<file path="src/rtl/srarq_pkg.sv">
package srarq_pkg;

  localparam int SEQ_BITS     = 3;
  localparam int PAYLOAD_BITS = 32;
  localparam int BUF_BITS     = SEQ_BITS - 1;
  localparam int NR_BUFS      = 2 ** BUF_BITS;

  localparam logic [SEQ_BITS-1:0] NR_BUFS_V = SEQ_BITS'(NR_BUFS);

  localparam logic [2:0] OP_PKT_READY = 3'd0;
  localparam logic [2:0] OP_FRAME_ARR = 3'd1;
  localparam logic [2:0] OP_CKSUM_ERR = 3'd2;
  localparam logic [2:0] OP_RETX_TMO  = 3'd3;
  localparam logic [2:0] OP_ACK_TMO   = 3'd4;

  localparam logic [1:0] KIND_DATA = 2'd0;
  localparam logic [1:0] KIND_ACK  = 2'd1;
  localparam logic [1:0] KIND_NAK  = 2'd2;

  localparam logic [2:0] ACT_SEND    = 3'd0;
  localparam logic [2:0] ACT_DELIVER = 3'd1;
  localparam logic [2:0] ACT_STOP    = 3'd2;
  localparam logic [2:0] ACT_ACK_TMR = 3'd3;
  localparam logic [2:0] ACT_DONE    = 3'd4;

  localparam logic [1:0] ATC_NONE  = 2'd0;
  localparam logic [1:0] ATC_START = 2'd1;
  localparam logic [1:0] ATC_STOP  = 2'd2;

  typedef struct packed {
    logic [2:0]              operation;
    logic [PAYLOAD_BITS-1:0] new_packet;
    logic [1:0]              rx_kind;
    logic [SEQ_BITS-1:0]     rx_seq;
    logic [SEQ_BITS-1:0]     rx_ack;
    logic [PAYLOAD_BITS-1:0] rx_payload;
    logic [SEQ_BITS-1:0]     timeout_seq;
  } in_item_t;

  typedef struct packed {
    logic [2:0]              action;
    logic [1:0]              tx_kind;
    logic [SEQ_BITS-1:0]     tx_seq;
    logic [SEQ_BITS-1:0]     tx_ack;
    logic [PAYLOAD_BITS-1:0] payload;
    logic [BUF_BITS-1:0]     timer_index;
    logic                    start_retx_timer;
    logic [1:0]              ack_timer_cmd;
    logic                    network_enable;
    logic                    rejected;
    logic                    last;
  } out_item_t;

  typedef struct packed {
    logic                    snd_we;
    logic [BUF_BITS-1:0]     snd_waddr;
    logic [PAYLOAD_BITS-1:0] snd_wdata;
    logic [BUF_BITS-1:0]     snd_raddr;
    logic                    rcv_we;
    logic [BUF_BITS-1:0]     rcv_waddr;
    logic [PAYLOAD_BITS-1:0] rcv_wdata;
    logic [BUF_BITS-1:0]     rcv_raddr;
    logic                    rcv_take;
  } buf_ctl_t;

  function automatic logic in_window(input logic [SEQ_BITS-1:0] a,
                                     input logic [SEQ_BITS-1:0] b,
                                     input logic [SEQ_BITS-1:0] c);
    return ((a <= b) && (b < c)) || ((c < a) && (a <= b)) || ((b < c) && (c < a));
  endfunction

endpackage

</file>
<file path="src/rtl/srarq_bufs.sv">
module srarq_bufs (
  input  logic                                clk,
  input  logic                                rst_n,
  input  srarq_pkg::buf_ctl_t                 ctl,
  output logic [srarq_pkg::PAYLOAD_BITS-1:0]  snd_rdata,
  output logic [srarq_pkg::PAYLOAD_BITS-1:0]  rcv_rdata,
  output logic [srarq_pkg::NR_BUFS-1:0]       marks
);

  logic [srarq_pkg::PAYLOAD_BITS-1:0] snd_mem_r [srarq_pkg::NR_BUFS];
  logic [srarq_pkg::PAYLOAD_BITS-1:0] rcv_mem_r [srarq_pkg::NR_BUFS];
  logic [srarq_pkg::NR_BUFS-1:0]      marks_r;
  logic [srarq_pkg::NR_BUFS-1:0]      marks_nxt;

  always_comb begin
    marks_nxt = marks_r;
    if (ctl.rcv_we) begin
      marks_nxt[ctl.rcv_waddr] = 1'b1;
    end
    if (ctl.rcv_take) begin
      marks_nxt[ctl.rcv_raddr] = 1'b0;
    end
  end

  always_ff @(posedge clk) begin
    if (!rst_n) begin
      marks_r <= '0;
    end else begin
      marks_r <= marks_nxt;
    end
  end

  always_ff @(posedge clk) begin
    if (ctl.snd_we) begin
      snd_mem_r[ctl.snd_waddr] <= ctl.snd_wdata;
    end
    if (ctl.rcv_we) begin
      rcv_mem_r[ctl.rcv_waddr] <= ctl.rcv_wdata;
    end
  end

  assign snd_rdata = snd_mem_r[ctl.snd_raddr];
  assign rcv_rdata = rcv_mem_r[ctl.rcv_raddr];
  assign marks     = marks_r;

endmodule

</file>
<file path="src/rtl/srarq_ctrl.sv">
module srarq_ctrl (
  input  logic                               clk,
  input  logic                               rst_n,
  input  logic                               in_valid,
  output logic                               in_stall,
  input  srarq_pkg::in_item_t                in_data,
  output logic                               out_valid,
  input  logic                               out_stall,
  output srarq_pkg::out_item_t               out_data,
  output srarq_pkg::buf_ctl_t                bctl,
  input  logic [srarq_pkg::PAYLOAD_BITS-1:0] snd_rdata,
  input  logic [srarq_pkg::PAYLOAD_BITS-1:0] rcv_rdata,
  input  logic [srarq_pkg::NR_BUFS-1:0]      marks
);

  typedef enum logic [2:0] {
    ST_IDLE,
    ST_FRONT,
    ST_DELIVER,
    ST_RELEASE,
    ST_ACKT,
    ST_DONE
  } state_t;

  localparam int SB = srarq_pkg::SEQ_BITS;
  localparam int BB = srarq_pkg::BUF_BITS;

  state_t               state_r, state_nxt;
  srarq_pkg::in_item_t  item_r, item_nxt;
  logic [SB-1:0]        ale_r, ale_nxt;
  logic [SB-1:0]        nss_r, nss_nxt;
  logic [SB-1:0]        exp_r, exp_nxt;
  logic [SB-1:0]        rue_r, rue_nxt;
  logic [SB-1:0]        outst_r, outst_nxt;
  logic                 nak_ok_r, nak_ok_nxt;
  logic                 start_ack_r, start_ack_nxt;
  logic                 rej_r, rej_nxt;
  logic                 out_valid_r, out_valid_nxt;
  srarq_pkg::out_item_t out_data_r, out_data_nxt;

  srarq_pkg::out_item_t oi;
  logic                 emit;
  logic                 emit_ok;
  logic [SB-1:0]        win_a, win_b, win_c;
  logic                 win_hit;
  logic [SB-1:0]        piggy;
  logic [SB-1:0]        want;

  assign emit_ok = !out_valid_r || !out_stall;
  assign piggy   = exp_r - SB'(1);
  assign want    = item_r.rx_ack + SB'(1);
  assign win_hit = srarq_pkg::in_window(win_a, win_b, win_c);

  always_comb begin
    state_nxt     = state_r;
    item_nxt      = item_r;
    ale_nxt       = ale_r;
    nss_nxt       = nss_r;
    exp_nxt       = exp_r;
    rue_nxt       = rue_r;
    outst_nxt     = outst_r;
    nak_ok_nxt    = nak_ok_r;
    start_ack_nxt = start_ack_r;
    rej_nxt       = rej_r;
    emit          = 1'b0;
    oi            = '0;
    bctl          = '0;
    bctl.snd_wdata = item_r.new_packet;
    bctl.rcv_wdata = item_r.rx_payload;
    bctl.rcv_waddr = item_r.rx_seq[BB-1:0];
    bctl.rcv_raddr = exp_r[BB-1:0];
    bctl.snd_raddr = item_r.timeout_seq[BB-1:0];
    win_a         = ale_r;
    win_b         = item_r.rx_ack;
    win_c         = nss_r;

    unique case (state_r)
      ST_IDLE: begin
        if (in_valid) begin
          item_nxt      = in_data;
          start_ack_nxt = 1'b0;
          rej_nxt       = 1'b0;
          state_nxt     = ST_FRONT;
        end
      end
      ST_FRONT: begin
        if (item_r.operation == srarq_pkg::OP_FRAME_ARR &&
            item_r.rx_kind == srarq_pkg::KIND_DATA) begin
          win_a = exp_r;
          win_b = item_r.rx_seq;
          win_c = rue_r;
        end else if (item_r.operation == srarq_pkg::OP_FRAME_ARR) begin
          win_b = want;
          bctl.snd_raddr = want[BB-1:0];
        end
        if (emit_ok) begin
          oi.action        = srarq_pkg::ACT_SEND;
          oi.tx_ack        = piggy;
          oi.ack_timer_cmd = srarq_pkg::ATC_STOP;
          state_nxt        = ST_DONE;
          unique case (item_r.operation)
            srarq_pkg::OP_PKT_READY: begin
              if (outst_r == srarq_pkg::NR_BUFS_V) begin
                rej_nxt = 1'b1;
              end else begin
                emit                = 1'b1;
                oi.tx_kind          = srarq_pkg::KIND_DATA;
                oi.tx_seq           = nss_r;
                oi.payload          = item_r.new_packet;
                oi.timer_index      = nss_r[BB-1:0];
                oi.start_retx_timer = 1'b1;
                bctl.snd_we         = 1'b1;
                bctl.snd_waddr      = nss_r[BB-1:0];
                outst_nxt           = outst_r + SB'(1);
                nss_nxt             = nss_r + SB'(1);
              end
            end
            srarq_pkg::OP_FRAME_ARR: begin
              if (item_r.rx_kind == srarq_pkg::KIND_DATA) begin
                if (item_r.rx_seq != exp_r && nak_ok_r) begin
                  emit       = 1'b1;
                  oi.tx_kind = srarq_pkg::KIND_NAK;
                  oi.tx_seq  = '1;
                  nak_ok_nxt = 1'b0;
                end else begin
                  start_ack_nxt = 1'b1;
                end
                if (win_hit && !marks[item_r.rx_seq[BB-1:0]]) begin
                  bctl.rcv_we = 1'b1;
                end
                state_nxt = ST_DELIVER;
              end else begin
                if (item_r.rx_kind == srarq_pkg::KIND_NAK && win_hit) begin
                  emit                = 1'b1;
                  oi.tx_kind          = srarq_pkg::KIND_DATA;
                  oi.tx_seq           = want;
                  oi.payload          = snd_rdata;
                  oi.timer_index      = want[BB-1:0];
                  oi.start_retx_timer = 1'b1;
                end
                state_nxt = ST_RELEASE;
              end
            end
            srarq_pkg::OP_CKSUM_ERR: begin
              if (nak_ok_r) begin
                emit       = 1'b1;
                oi.tx_kind = srarq_pkg::KIND_NAK;
                oi.tx_seq  = '1;
                nak_ok_nxt = 1'b0;
              end
            end
            srarq_pkg::OP_RETX_TMO: begin
              emit                = 1'b1;
              oi.tx_kind          = srarq_pkg::KIND_DATA;
              oi.tx_seq           = item_r.timeout_seq;
              oi.payload          = snd_rdata;
              oi.timer_index      = item_r.timeout_seq[BB-1:0];
              oi.start_retx_timer = 1'b1;
            end
            srarq_pkg::OP_ACK_TMO: begin
              emit       = 1'b1;
              oi.tx_kind = srarq_pkg::KIND_ACK;
              oi.tx_seq  = '1;
            end
            default: begin
            end
          endcase
        end
      end
      ST_DELIVER: begin
        if (marks[exp_r[BB-1:0]]) begin
          if (emit_ok) begin
            emit          = 1'b1;
            oi.action     = srarq_pkg::ACT_DELIVER;
            oi.payload    = rcv_rdata;
            bctl.rcv_take = 1'b1;
            nak_ok_nxt    = 1'b1;
            exp_nxt       = exp_r + SB'(1);
            rue_nxt       = rue_r + SB'(1);
            start_ack_nxt = 1'b1;
          end
        end else begin
          state_nxt = ST_RELEASE;
        end
      end
      ST_RELEASE: begin
        if (win_hit) begin
          if (emit_ok) begin
            emit           = 1'b1;
            oi.action      = srarq_pkg::ACT_STOP;
            oi.timer_index = ale_r[BB-1:0];
            outst_nxt      = outst_r - SB'(1);
            ale_nxt        = ale_r + SB'(1);
          end
        end else begin
          state_nxt = start_ack_r ? ST_ACKT : ST_DONE;
        end
      end
      ST_ACKT: begin
        if (emit_ok) begin
          emit             = 1'b1;
          oi.action        = srarq_pkg::ACT_ACK_TMR;
          oi.ack_timer_cmd = srarq_pkg::ATC_START;
          state_nxt        = ST_DONE;
        end
      end
      ST_DONE: begin
        if (emit_ok) begin
          emit              = 1'b1;
          oi.action         = srarq_pkg::ACT_DONE;
          oi.network_enable = outst_r < srarq_pkg::NR_BUFS_V;
          oi.rejected       = rej_r;
          oi.last           = 1'b1;
          state_nxt         = ST_IDLE;
        end
      end
      default: begin
        state_nxt = ST_IDLE;
      end
    endcase

    out_valid_nxt = emit || (out_valid_r && out_stall);
    out_data_nxt  = emit ? oi : out_data_r;
  end

  always_ff @(posedge clk) begin
    if (!rst_n) begin
      state_r     <= ST_IDLE;
      ale_r       <= '0;
      nss_r       <= '0;
      exp_r       <= '0;
      rue_r       <= srarq_pkg::NR_BUFS_V;
      outst_r     <= '0;
      nak_ok_r    <= 1'b1;
      start_ack_r <= 1'b0;
      rej_r       <= 1'b0;
      out_valid_r <= 1'b0;
    end else begin
      state_r     <= state_nxt;
      ale_r       <= ale_nxt;
      nss_r       <= nss_nxt;
      exp_r       <= exp_nxt;
      rue_r       <= rue_nxt;
      outst_r     <= outst_nxt;
      nak_ok_r    <= nak_ok_nxt;
      start_ack_r <= start_ack_nxt;
      rej_r       <= rej_nxt;
      out_valid_r <= out_valid_nxt;
      item_r      <= item_nxt;
      out_data_r  <= out_data_nxt;
    end
  end

  assign in_stall  = (state_r != ST_IDLE);
  assign out_valid = out_valid_r;
  assign out_data  = out_data_r;

endmodule

</file>
<file path="src/rtl/selective_repeat_arq_controller_unit.sv">
// Selective-repeat ARQ link controller with 3-bit sequence numbers and
// send and receive windows of four frames.
// The input channel (in_valid, in_stall, in_data) carries one link event per
// transaction: packet ready, frame arrival, checksum error, retransmit
// timeout or ack timeout.
// The result channel (out_valid, out_stall, out_data) returns the items that
// the event causes, one per transaction: any frame to send, in-order
// deliveries, retransmit-timer stops, at most one ack-timer start, and a closing
// status item with last set.
// The sequencer handles one event at a time and emits at most one item per
// cycle through a single output register; the time from acceptance to the
// status item grows with the number of deliveries and released frames that
// the event causes.
// in_stall is high from the transaction until the status item is loaded.
// When the receiver stalls, the output register holds its item and the
// sequencer waits in place without losing or repeating anything.
// After reset both windows are empty, the ack lower edge, next send sequence
// and expected sequence are zero, and the block is ready for an event.
module selective_repeat_arq_controller_unit (
  input  logic                 clk,
  input  logic                 rst_n,
  input  logic                 in_valid,
  output logic                 in_stall,
  input  srarq_pkg::in_item_t  in_data,
  output logic                 out_valid,
  input  logic                 out_stall,
  output srarq_pkg::out_item_t out_data
);

  srarq_pkg::buf_ctl_t                bctl;
  logic [srarq_pkg::PAYLOAD_BITS-1:0] snd_rdata;
  logic [srarq_pkg::PAYLOAD_BITS-1:0] rcv_rdata;
  logic [srarq_pkg::NR_BUFS-1:0]      marks;

  srarq_ctrl u_ctrl (
    .clk       (clk),
    .rst_n     (rst_n),
    .in_valid  (in_valid),
    .in_stall  (in_stall),
    .in_data   (in_data),
    .out_valid (out_valid),
    .out_stall (out_stall),
    .out_data  (out_data),
    .bctl      (bctl),
    .snd_rdata (snd_rdata),
    .rcv_rdata (rcv_rdata),
    .marks     (marks)
  );

  srarq_bufs u_bufs (
    .clk       (clk),
    .rst_n     (rst_n),
    .ctl       (bctl),
    .snd_rdata (snd_rdata),
    .rcv_rdata (rcv_rdata),
    .marks     (marks)
  );

endmodule

</file>
<file path="config.mk">
export PLATFORM = sky130hd
export DESIGN_NAME = selective_repeat_arq_controller_unit
export DESIGN_NICKNAME = d
export VERILOG_FILES = /design/src/rtl/srarq_pkg.sv /design/src/rtl/srarq_bufs.sv /design/src/rtl/srarq_ctrl.sv /design/src/rtl/selective_repeat_arq_controller_unit.sv
export SDC_FILE = /design/constraint.sdc
export NUM_CORES = 1
export LEC_CHECK = 0
export CAP_MARGIN = 5
export CORE_MARGIN = 8
export CORE_UTILIZATION = 29
export DETAILED_ROUTE_END_ITERATION = 8
export DONT_BUFFER_PORTS = 1
export HOLD_SLACK_MARGIN = 0.06
export PLACE_DENSITY = 0.43
export SLEW_MARGIN = 15
export SYNTH_ARGS = -nofsm -noshare
export SYNTH_HDL_FRONTEND = slang
export SYNTH_SLANG_ARGS = --single-unit
</file>
<file path="constraint.sdc">
create_clock -name clk -period 18.9 [get_ports clk]
set_input_delay 1.89 -clock clk [delete_from_list [all_inputs] [get_ports clk]]
set_output_delay 1.89 -clock clk [all_outputs]
set_load 0.02 [all_outputs]
</file>
==> run_results.csv <==
group,metric,value,unit
outcome,status,"finished, final reports clean",
timing,finalHoldViolCount,0,
clock_network,clock_path_buffers,3,
clock_network,cts_tree,"done",
timing,fin_ws,14080,ps
timing,fin_tns_setup,0,ps
global_routing,grt-ovfl-total,0,
timing,min_period_over_period,25.5,%
hold_path,min_delay_path_depth,2,
timing,rsz0062_at_grt,"no",
timing,slew_headroom,28.8,%
routing,drc,0,
die,die_h,250,µm
logic_synthesis,synth_fp_nets,931,
layout,syn_to_final_growth,15.7,%
critical_path,critical_path_class,"reg -> reg",
critical_path,slowest_stage,"o221a_4",
die,num_io_pins,135,
layout,fin_area,18400,µm²
logic_synthesis,syn_avg_cell_area,19.0,µm²
global_routing,grt_pass1_vias,8484,
critical_path,crit_fanout,51,
global_routing,grt_pass1_wl,57.6,mm
die,rows,86,
hold_path,worstHoldPathType,"reg -> reg",
timing,finalSetupViolations,0,
routing,via_per_inst,4.77,
placement,port_buffers,0,
critical_path,max_stage_delay,880,ps
routing,wl_per_cell,24.0,µm
clock_network,clkTransAtPathRegs,60,ps
logic_synthesis,synth_async_sr_flop_share,0,%
timing,worstMarginPinSlew,1070,ps
power,max-vdd-ir-drop,0.0595,mV
layout,seq_area,12100,µm²
die,die_x,250,µm
critical_path,reg2reg_to,"u_ctrl.out_data[25]$_DFFE_PP_",
layout,nets,964,
routing,ant_nets,0,
power,total_power,2.07,mW
die,die-area,62600,µm²
critical_path,ff2ff_setup_slack,14080,ps
critical_path,cp.arrival,5030,ps
clock_network,clockRootBuffer,"clkbuf_16",
hold_path,min_to,"u_ctrl.rej_r$_SDFFE_PN0P_",
die,initial_core_util,29.1,%
critical_path,crit_family,"compound AO/OA/AOI/OAI gates",
die,core,54700,µm²
clock_network,cts.sinks,413,
clock_network,numCtsBuffers,48,
logic_synthesis,synth_cell_types,64,
power,p_per_area,113,nW/µm²
logic_synthesis,synth_warnings,0,
clock_network,cts.htree.levels,2,
clock_network,ctsResizeCount,0,
routing,vias,7685,
placement,dp_hpwl,23.2,mm
clock_network,clock_latency,590,ps
layout,final_util,33.7,%
critical_path,cp_num_buf_inv,0,
logic_synthesis,netlist_instances,837,
critical_path,cp-end-kind,"flop",
layout,num-fill-cells,5207,
layout,multi_input_area,3670,µm²
placement,dp_slack,14110,ps
critical_path,start_kind,"flop",
logic_synthesis,ys_ff_latch,413,
logic_synthesis,yosysSeqAreaShare,76.2,%
critical_path,reg2reg_depth,11,
layout,insertedDiodeCount,0,
routing,drt_wl_total,38.6,mm
critical_path,r2r-start,"u_ctrl.state_r[0]$_SDFFE_PN0P_",
placement,gp_congestion,0.776,
routing,first_iter_violations,494,
placement,postPlaceCellArea,16900,µm²
global_routing,grt_max_degree,69,
power,power.leakage,6.09,nW
routing,dr.pass1.iters,4,
global_routing,antenna_found_initial,2,
clock_network,cts_hold_buf,0,
timing,drv_slew,0,
timing,fmax,0.207,GHz
timing,min_period,4820,ps
logic_synthesis,synth_edf_count,385,
logic_synthesis,synth_top_flop_cell,"edfxtp_1",
timing,finalClockSkew,18.6,ps
layout,drive_gt1_share,19.4,%
run,max_cap_viol_count,0,
critical_path,required,19110,ps
clock_network,post_cts_buffers,0,
logic_synthesis,synth_area,15900,µm²
critical_path,path_cells,"nor3b_2, nand3_1, o211ai_1, ha_1, nor2_1, nor3_1, a221oi_2, o21ai_1, nand2_1, a211oi_2, o221a_4",
global_routing,track_usage,12.3,%
hold_path,worstHoldStart,"u_ctrl.rej_r$_SDFFE_PN0P_",
[worst reg2reg max path, delay by kind of cell (launching register included)]
family	cells	cell delay, ps
AO/OA/AOI/OAI	5	2100
adder cells (fa/ha/maj)	1	190
flip-flops	1	530
AND/OR/NAND/NOR	5	1580
[final cells by class]
type / instances / area share (%)
clock inverters: 28 / 1.45
flip-flops and latches: 413 / 65.9
well taps: 704 / 4.79
clock buffers: 58 / 6.85
multi-input cells: 372 / 20.0
repair buffers: 18 / 0.734
inverters: 17 / 0.347
[power by group]
group          switching [mW]  total (mW)  internal (mW)  leakage, nW
Clock                   0.371       0.902          0.531        0.748
Sequential             0.0404        1.08           1.04         3.73
Combinational          0.0622      0.0927         0.0304         1.61
Total                   0.474        2.07           1.60         6.09
[registers in the layout, indices dropped and copies added, names as in the netlist, 4 cells and up, named ones only]
signal,count
u_bufs.rcv_mem_r,128
u_bufs.snd_mem_r,128
u_ctrl.bctl,66
u_ctrl.out_data,51
u_ctrl.item_r,12
u_bufs.marks,4
[how the worst max path moves through the flow]
stage               depth (start not counted)                      startpoint                               end
finish                                     11  u_ctrl.state_r[0]$_SDFFE_PN0P_     u_ctrl.out_data[25]$_DFFE_PP_
global route                               11  u_ctrl.state_r[0]$_SDFFE_PN0P_     u_ctrl.out_data[14]$_DFFE_PP_
CTS                                        11  u_ctrl.state_r[0]$_SDFFE_PN0P_     u_ctrl.out_data[13]$_DFFE_PP_
detailed placement                         11  u_ctrl.state_r[0]$_SDFFE_PN0P_     u_ctrl.out_data[25]$_DFFE_PP_
global placement                           11  u_ctrl.state_r[0]$_SDFFE_PN0P_     u_ctrl.out_data[12]$_DFFE_PP_
floorplan                                  11     u_ctrl.item_r[76]$_DFFE_PP_  u_bufs.rcv_mem_r[0][0]$_DFFE_PP_
[cells in the final DEF (no fill, tap or decap), types with 11 or more instances in the layout]
cell       instances
a21o_1            34
a21oi_1           17
a22o_1            32
buf_4             18
clkbuf_16         49
clkinv_1          12
dfxtp_1           26
edfxtp_1         385
ha_1              11
inv_1             16
mux4_2            65
nand2_1           37
nor2_1            30
nor3_1            11
[cell families after synthesis]
kind of cell	synth area share [%]
AOI/OAI and AO/OA	6.38
xor gates and xnor gates	0.606
and+or+nand+nor	4.50
muxes	9.71
adders and majority gates	1.24
DFF	76.2
buffers and inverters	1.35
[metrics by stage]
stage | std cells | hold slack (ps)
detailed placement | 1524 | 458
CTS | 1610 | 466
finish | 1610 | 462
global placement | 1524 | 463
global route | 1610 | 492
floorplan | 837 | 432
[per-layer routing]
metal	routed length, µm	up-vias	global-route usage [%]
li1	-	3450	-
met1	17200	3959	16.0
met2	18300	193	19.8
met3	2050	79	3.50
met4	956	4	3.61
met5	27	-	0
[cell usage after synthesis (7+ instances only)]
cell type,instances,area (µm²)
edfxtp_1,385,11600
mux4_2,65,1460
nand2_1,37,139
a21o_1,34,255
nor2_1,34,128
a22o_1,32,280
dfxtp_1,28,561
clkbuf_1,21,78.8
a21oi_1,18,90.1
inv_1,16,60.1
nor3_1,15,75.1
ha_1,11,138
nor2b_1,9,56.3
xnor2_1,9,78.8
mux2i_1,8,80.1
a31oi_1,7,43.8
buf_2,7,35.0
nand3_1,7,35.0
o21ai_0,7,35.0
No activity file was read; power rests on OpenSTA's default activity.
